<file path="config.mk">
export PLATFORM = sky130hd
export DESIGN_NAME = booth_radix2_multiplier
export DESIGN_NICKNAME = d
export VERILOG_FILES = /design/src/hdl/brm_pkg.sv /design/src/hdl/brm_cell.sv /design/src/hdl/brm_row.sv /design/src/hdl/booth_radix2_multiplier.sv
export VERILOG_INCLUDE_DIRS = /design/src /design/src/hdl
export SDC_FILE = /design/constraint.sdc
export NUM_CORES = 1
export LEC_CHECK = 0
export BUFFER_PORTS_ARGS = -buffer_cell sky130_fd_sc_hd__buf_4
export CAP_MARGIN = 15
export CORE_MARGIN = 2
export CORE_UTILIZATION = 56
export DETAILED_ROUTE_END_ITERATION = 6
export PLACE_DENSITY = 0.8
export SYNTH_ARGS = -nofsm -noshare
export SYNTH_HDL_FRONTEND = slang
export SYNTH_SLANG_ARGS = --single-unit
</file>
<file path="constraint.sdc">
create_clock -name i_clk -period 21.5 [get_ports i_clk]
set_clock_uncertainty 0.05 [all_clocks]
set_input_delay 4.3 -clock i_clk [delete_from_list [all_inputs] [get_ports i_clk]]
set_output_delay 4.3 -clock i_clk [all_outputs]
set_load 0.005 [all_outputs]
</file>
<file path="src/hdl/booth_radix2_multiplier_defines.svh">
// Assertion macros used by the multiplier top level.
`ifndef BOOTH_RADIX2_MULTIPLIER_DEFINES_SVH
`define BOOTH_RADIX2_MULTIPLIER_DEFINES_SVH

// Check that a condition implies another in the same cycle.
`define BRM_ASSERT_SAME(lbl, cond, prop, msg) \
    lbl: assert property (@(posedge i_clk) disable iff (!i_rst_n) (cond) |-> (prop)) \
        else $error(msg);

// Check that a condition implies another in the next cycle.
`define BRM_ASSERT_NEXT(lbl, cond, prop, msg) \
    lbl: assert property (@(posedge i_clk) disable iff (!i_rst_n) (cond) |=> (prop)) \
        else $error(msg);

`endif

</file>
<file path="src/hdl/brm_pkg.sv">
`default_nettype none
package brm_pkg;

    localparam int WIDTH  = 32;
    localparam int DATA_W = 32;
    localparam int CW     = (WIDTH > 1) ? $clog2(WIDTH) : 1;

    typedef struct packed {
        logic load;
        logic step;
        logic add;
        logic sub;
    } t_ctl;

endpackage
`default_nettype wire

</file>
<file path="src/hdl/brm_cell.sv">
`default_nettype none
module brm_cell (
    input  wire            i_clk,
    input  wire brm_pkg::t_ctl i_ctl,
    input  wire            i_load_m,
    input  wire            i_load_q,
    input  wire            i_carry,
    input  wire            i_a_shift,
    input  wire            i_q_shift,
    output logic           o_carry,
    output logic           o_sum,
    output logic           o_q
);

    logic r_a;
    logic r_q;
    logic r_m;
    logic w_b;

    assign w_b     = (i_ctl.add | i_ctl.sub) & (r_m ^ i_ctl.sub);
    assign o_sum   = r_a ^ w_b ^ i_carry;
    assign o_carry = (r_a & w_b) | (r_a & i_carry) | (w_b & i_carry);
    assign o_q     = r_q;

    always_ff @(posedge i_clk) begin
        if (i_ctl.load) begin
            r_a <= 1'b0;
            r_q <= i_load_q;
            r_m <= i_load_m;
        end else if (i_ctl.step) begin
            r_a <= i_a_shift;
            r_q <= i_q_shift;
        end
    end

endmodule
`default_nettype wire

</file>
<file path="src/hdl/brm_row.sv">
`default_nettype none
module brm_row (
    input  wire                        i_clk,
    input  wire brm_pkg::t_ctl         i_ctl,
    input  wire [brm_pkg::WIDTH-1:0]   i_load_m,
    input  wire [brm_pkg::WIDTH-1:0]   i_load_q,
    output logic [brm_pkg::WIDTH-1:0]  o_q,
    output logic [brm_pkg::WIDTH-1:0]  o_q_next
);

    localparam int W = brm_pkg::WIDTH;

    logic [W:0]   w_carry;
    logic [W-1:0] w_sum;
    logic [W-1:0] w_a_shift;

    assign w_carry[0] = i_ctl.sub;

    // arithmetic right shift of the sum; low sum bit moves into the multiplier top
    assign w_a_shift = {w_sum[W-1], w_sum[W-1:1]};
    assign o_q_next  = {w_sum[0], o_q[W-1:1]};

    genvar gi;
    generate
        for (gi = 0; gi < W; gi++) begin : g_cell
            brm_cell u_cell (
                .i_clk     (i_clk),
                .i_ctl     (i_ctl),
                .i_load_m  (i_load_m[gi]),
                .i_load_q  (i_load_q[gi]),
                .i_carry   (w_carry[gi]),
                .i_a_shift (w_a_shift[gi]),
                .i_q_shift (o_q_next[gi]),
                .o_carry   (w_carry[gi+1]),
                .o_sum     (w_sum[gi]),
                .o_q       (o_q[gi])
            );
        end
    endgenerate

endmodule
`default_nettype wire

</file>
<file path="src/hdl/booth_radix2_multiplier.sv">
// Channel   Direction  tdata fields (low bit up)
// s_axis    in         multiplicand [31:0], multiplier [63:32]
// m_axis    out        product_low [31:0]
//
// One item is one load beat, then one Booth step per cycle through the cell row,
// one multiplier bit each; the last step, which waits for a free output register,
// writes the result. The step counter ends the run after the last multiplier bit.
// i_rst_n is synchronous, active low; it clears the state and the output valid.
// A full output register stalls only the last step; a new beat is taken
// while a result still waits.
`default_nettype none
`include "booth_radix2_multiplier_defines.svh"
module booth_radix2_multiplier (
    input  wire         i_clk,
    input  wire         i_rst_n,
    input  wire         s_axis_tvalid,
    output logic        s_axis_tready,
    input  wire  [63:0] s_axis_tdata,   // multiplicand [31:0], multiplier [63:32]
    output logic        m_axis_tvalid,
    input  wire         m_axis_tready,
    output logic [31:0] m_axis_tdata    // product_low [31:0]
);

    localparam int W  = brm_pkg::WIDTH;
    localparam int DW = brm_pkg::DATA_W;
    localparam int CW = brm_pkg::CW;
    localparam logic [CW-1:0] LAST = CW'(W - 1);

    localparam logic ST_IDLE = 1'b0;
    localparam logic ST_RUN  = 1'b1;

    logic          r_state;
    logic          n_state;
    logic [CW-1:0] r_count;
    logic [CW-1:0] n_count;
    logic          r_prev;
    logic          n_prev;
    logic          r_out_valid;
    logic          n_out_valid;
    logic [DW-1:0] r_out_data;
    logic [DW-1:0] n_out_data;

    brm_pkg::t_ctl w_ctl;
    logic [W-1:0]  w_q;
    logic [W-1:0]  w_q_next;
    logic [W-1:0]  w_load_m;
    logic [W-1:0]  w_load_q;
    logic [63:0]   w_ext_m;
    logic [63:0]   w_ext_q;
    logic [DW-1:0] w_result;
    logic          w_accept;
    logic          w_last;
    logic          w_slot_free;

    assign w_ext_m  = {{32{s_axis_tdata[31]}}, s_axis_tdata[31:0]};
    assign w_ext_q  = {{32{s_axis_tdata[63]}}, s_axis_tdata[63:32]};
    assign w_load_m = w_ext_m[W-1:0];
    assign w_load_q = w_ext_q[W-1:0];

    generate
        if (W >= DW) begin : g_out_cut
            assign w_result = w_q_next[DW-1:0];
        end else begin : g_out_ext
            assign w_result = {{(DW - W){w_q_next[W-1]}}, w_q_next};
        end
    endgenerate

    assign s_axis_tready = (r_state == ST_IDLE);
    assign m_axis_tvalid = r_out_valid;
    assign m_axis_tdata  = r_out_data;

    assign w_accept    = s_axis_tvalid && s_axis_tready;
    assign w_last      = (r_count == LAST);
    assign w_slot_free = !r_out_valid || m_axis_tready;

    always_comb begin
        w_ctl.load = w_accept;
        w_ctl.step = (r_state == ST_RUN) && (!w_last || w_slot_free);
        w_ctl.sub  = w_ctl.step && w_q[0] && !r_prev;
        w_ctl.add  = w_ctl.step && !w_q[0] && r_prev;
    end

    brm_row u_row (
        .i_clk    (i_clk),
        .i_ctl    (w_ctl),
        .i_load_m (w_load_m),
        .i_load_q (w_load_q),
        .o_q      (w_q),
        .o_q_next (w_q_next)
    );

    always_comb begin
        n_state     = r_state;
        n_count     = r_count;
        n_prev      = r_prev;
        n_out_valid = r_out_valid && !m_axis_tready;
        n_out_data  = r_out_data;
        unique case (r_state)
            ST_IDLE: begin
                if (w_accept) begin
                    n_state = ST_RUN;
                    n_count = '0;
                    n_prev  = 1'b0;
                end
            end
            ST_RUN: begin
                if (w_ctl.step) begin
                    n_prev  = w_q[0];
                    n_count = r_count + 1'b1;
                    if (w_last) begin
                        n_state     = ST_IDLE;
                        n_out_valid = 1'b1;
                        n_out_data  = w_result;
                    end
                end
            end
            default: n_state = ST_IDLE;
        endcase
    end

    always_ff @(posedge i_clk) begin
        if (!i_rst_n) begin
            r_state     <= ST_IDLE;
            r_count     <= '0;
            r_prev      <= 1'b0;
            r_out_valid <= 1'b0;
        end else begin
            r_state     <= n_state;
            r_count     <= n_count;
            r_prev      <= n_prev;
            r_out_valid <= n_out_valid;
        end
    end

    always_ff @(posedge i_clk) begin
        r_out_data <= n_out_data;
    end

    `BRM_ASSERT_NEXT(a_accept_starts, w_accept, r_state == ST_RUN && r_count == '0 && !r_prev, "accepted beat did not start a run")
    `BRM_ASSERT_NEXT(a_count_advance, r_state == ST_RUN && !w_last, r_count == $past(r_count) + 1'b1, "step counter skipped")
    `BRM_ASSERT_SAME(a_valid_source, $rose(r_out_valid), $past(r_state == ST_RUN) && $past(r_count == LAST), "result appeared before the last step")
    `BRM_ASSERT_NEXT(a_result_hold, r_out_valid && !m_axis_tready, r_out_valid && $stable(r_out_data), "waiting result changed")

endmodule
`default_nettype wire
</file>
==> flow_results.xml <==
<?xml version="1.0" encoding="UTF-8"?>
<metrics>
  <group name="logic_synthesis">
    <metric name="post_synth.cell_area_avg" unit="µm²">12.7</metric>
    <metric name="synth_largest_type_area_fraction" unit="">0.502</metric>
    <metric name="synth_area_leaders" unit="">edfxtp_1 (50%), dfxtp_1 (14%), fa_1 (11%)</metric>
    <metric name="synth_area" unit="µm²">5750</metric>
    <metric name="yosys_top_cell_by_area" unit="">edfxtp_1</metric>
    <metric name="synth_seq_area_share" unit="">0.637</metric>
    <metric name="mappedNetlistNets" unit="">553</metric>
    <metric name="synth.distinct_cells" unit="">31</metric>
    <metric name="synth_cells" unit="">452</metric>
    <metric name="synthesis.yosys.warnings" unit="">0</metric>
    <metric name="synth-seq-cells" unit="">135</metric>
  </group>
  <group name="floorplanning">
    <metric name="initial_cell_density_of_the_core" unit="">0.583</metric>
    <metric name="placement_rows" unit="">36</metric>
    <metric name="io-pin-count" unit="">102</metric>
    <metric name="dieArea" unit="µm²">11100</metric>
    <metric name="die_height" unit="µm">105</metric>
    <metric name="core_region_area" unit="µm²">9860</metric>
    <metric name="die-width" unit="µm">105</metric>
  </group>
  <group name="clocking">
    <metric name="postCtsSetupRepairBufs" unit="">0</metric>
    <metric name="tritoncts" unit="">done</metric>
    <metric name="cts_resized" unit="">0</metric>
    <metric name="h_tree_levels" unit="">4</metric>
    <metric name="cts-root-to-sink-buffers" unit="">2</metric>
    <metric name="ctsRootBufferMaster" unit="">clkbuf_8</metric>
    <metric name="worstSkewPairLatency" unit="ns">0.51</metric>
    <metric name="cts_hold_buf" unit="">0</metric>
    <metric name="clkTransAtPathRegs" unit="ns">0.06</metric>
    <metric name="clock_sink_count" unit="">135</metric>
    <metric name="cts_buffer_count" unit="">17</metric>
  </group>
  <group name="critical_path">
    <metric name="critPathMaxStageDelay" unit="ns">0.54</metric>
    <metric name="critPathRequiredTime" unit="ns">21.85</metric>
    <metric name="worstSetupStartpointType" unit="">primary input</metric>
    <metric name="path_class" unit="">in -&gt; reg</metric>
    <metric name="cp_slowest_cell" unit="">nand3b_2</metric>
    <metric name="critical-path-top-cell-by-count" unit="">fa_1</metric>
    <metric name="worst_path_dominant_cell_family" unit="">adder cells</metric>
    <metric name="reg_to_reg_slack_setup" unit="ns">5.76</metric>
    <metric name="type_of_element_capturing_the_critical_path" unit="">flip-flop</metric>
    <metric name="critical_path_data_arrival_time" unit="ns">19.19</metric>
    <metric name="critical_path.n_buffers_inverters" unit="">2</metric>
    <metric name="crit_fanout" unit="">35</metric>
  </group>
  <group name="power_and_ir_drop">
    <metric name="design_power_total" unit="mW">0.658</metric>
    <metric name="total_leakage_power" unit="nW">3.25</metric>
    <metric name="ir_drop" unit="mV">0.0538</metric>
    <metric name="pwr_density_cell" unit="nW/µm²">91.5</metric>
  </group>
  <group name="timing">
    <metric name="unrepaired_setup_endpoints_after_global_routing" unit="">false</metric>
    <metric name="slew_violations" unit="">0</metric>
    <metric name="timing.final.hold_violations" unit="">0</metric>
    <metric name="fmax" unit="GHz">0.0531</metric>
    <metric name="total_negative_setup_slack" unit="ns">0</metric>
    <metric name="final.period_utilization" unit="">0.876</metric>
    <metric name="report.final.setup_viol" unit="">0</metric>
    <metric name="tightest_slew" unit="ns">0.937</metric>
    <metric name="period_needed" unit="ns">18.84</metric>
    <metric name="slew_headroom" unit="">0.374</metric>
  </group>
  <group name="placement">
    <metric name="hpwlAfterDp" unit="µm">7440</metric>
    <metric name="gp_congestion" unit="">0.794</metric>
    <metric name="portBuffers" unit="">101</metric>
    <metric name="placed_cell_area" unit="µm²">6590</metric>
  </group>
  <group name="detailed_routing">
    <metric name="first_iter_violations" unit="">242</metric>
    <metric name="drt-total-wl" unit="µm">11600</metric>
    <metric name="vias" unit="">3710</metric>
    <metric name="drt_drc_violations_left" unit="">0</metric>
    <metric name="routedWlPerCell" unit="µm">16.5</metric>
    <metric name="ant_nets" unit="">0</metric>
    <metric name="avgViaCountPerCell" unit="">5.31</metric>
    <metric name="drt-pass1-iter-count" unit="">4</metric>
  </group>
  <group name="status">
    <metric name="outcome" unit="">completed</metric>
  </group>
  <group name="worst_hold_path">
    <metric name="holdCritPathClass" unit="">reg -&gt; reg</metric>
  </group>
  <group name="grt">
    <metric name="via_count_of_the_first_global_routing_pass" unit="">3906</metric>
    <metric name="grt_overflow_total" unit="">0</metric>
    <metric name="number_of_antenna_violations_at_the_first_check_in_global_routing" unit="">0</metric>
    <metric name="groute.usage.overall" unit="">0.226</metric>
    <metric name="grt_start_max_net_pins" unit="">71</metric>
    <metric name="grt_pass1_wl" unit="µm">19200</metric>
  </group>
  <group name="final_layout">
    <metric name="postLayoutCoreUtil" unit="">0.728</metric>
    <metric name="fin_nets" unit="">655</metric>
    <metric name="area_growth_syn_to_layout" unit="%">25.0</metric>
    <metric name="fin_area" unit="µm²">7180</metric>
    <metric name="drive_above_1_share" unit="">0.251</metric>
    <metric name="antenna_cells_inserted" unit="">0</metric>
    <metric name="layout.cells.most_common_list" unit="">nand2_1 (164), buf_4 (105), edfxtp_1 (96)</metric>
    <metric name="layout_commonest_cell" unit="">nand2_1</metric>
  </group>
  <group name="run">
    <metric name="cap_violations" unit="">0</metric>
  </group>
</metrics>
## worst reg2reg max path, delay by kind of cell (launching register included)
kind          cells  cell delay [ns]
mux               2             0.35
simple gates      6             1.39
fa+ha+maj        33            13.25
flops             1             0.36
buf+inv           1             0.24
## flip-flops by register name (all words and copies together), names as in the netlist
register	cells
m_axis_tvalid	1
r_prev	1
r_count	5
u_row.g_cell.u_cell.r_a	31
m_axis_tdata	32
u_row.g_cell.u_cell.o_q	32
u_row.g_cell.u_cell.r_m	32
r_state	1
## cells in the mapped netlist (all sizes together)
master	number
nand3	35
o21ai	2
clkbuf	4
nor3b	2
mux2i	32
and2	1
ha	2
o21a	1
nor3	1
fa	31
nand3b	3
a21boi	4
nand2b	1
dfxtp	39
nor2	4
nor2b	1
xor2	2
buf	19
and3b	1
nand2	165
inv	3
and3	3
edfxtp	96
## worst paths after layout
check	from	endpoint	depth (start not counted)
worst max-delay path	m_axis_tready	u_row.g_cell[30].u_cell.r_a	40
worst max register to register	r_count[0]	u_row.g_cell[30].u_cell.r_a	42
worst min-delay path	u_row.g_cell[26].u_cell.o_q	m_axis_tdata[25]	0
worst min register to register	u_row.g_cell[26].u_cell.o_q	m_axis_tdata[25]	0
## per-stage QoR
stage	std cells	hold WS (ns)	setup slack [ns]
6_report	699	0.393	2.66
5_1_grt	699	0.406	2.05
4_1_cts	698	0.394	2.62
3_5_place_dp	667	0.387	2.29
3_3_place_gp	667	0.379	2.55
2_1_floorplan	452	0.376	3.44
## metal layers
layer  global-route usage  up-vias  wire (µm)
li1                     -     1736          -
met1                0.283     1826       4700
met2                0.383      130       6090
met3               0.0588       18        588
met4               0.0781        0        191
met5                    0        -          0
## logic make-up (layout without fill, tap and decap cells)
group	after synthesis	in the layout	share of synthesized area
AOI/OAI and AO/OA	7	7	0.00827
DFF	135	135	0.637
and+or+nand+nor	217	217	0.160
buffers and inverters	26	140	0.0233
adders and majority gates	33	33	0.112
muxes	32	32	0.0557
xor gates and xnor gates	2	2	0.00305
## power by group
group	switching (mW)	internal, mW
sequential	0.0148	0.305
combinational	0.0329	0.0256
clock	0.105	0.174
total	0.152	0.505
## cell type report
class | count | area (µm²)
Tap cell | 133 | 166
Multi-Input combinational cell | 291 | 1960
Inverter | 3 | 11.3
Clock buffer | 17 | 414
Clock inverter | 14 | 160
Sequential cell | 135 | 3660
Timing Repair Buffer | 106 | 808
Fill cell | 631 | 2680
No activity file was read; power rests on OpenSTA's default activity.
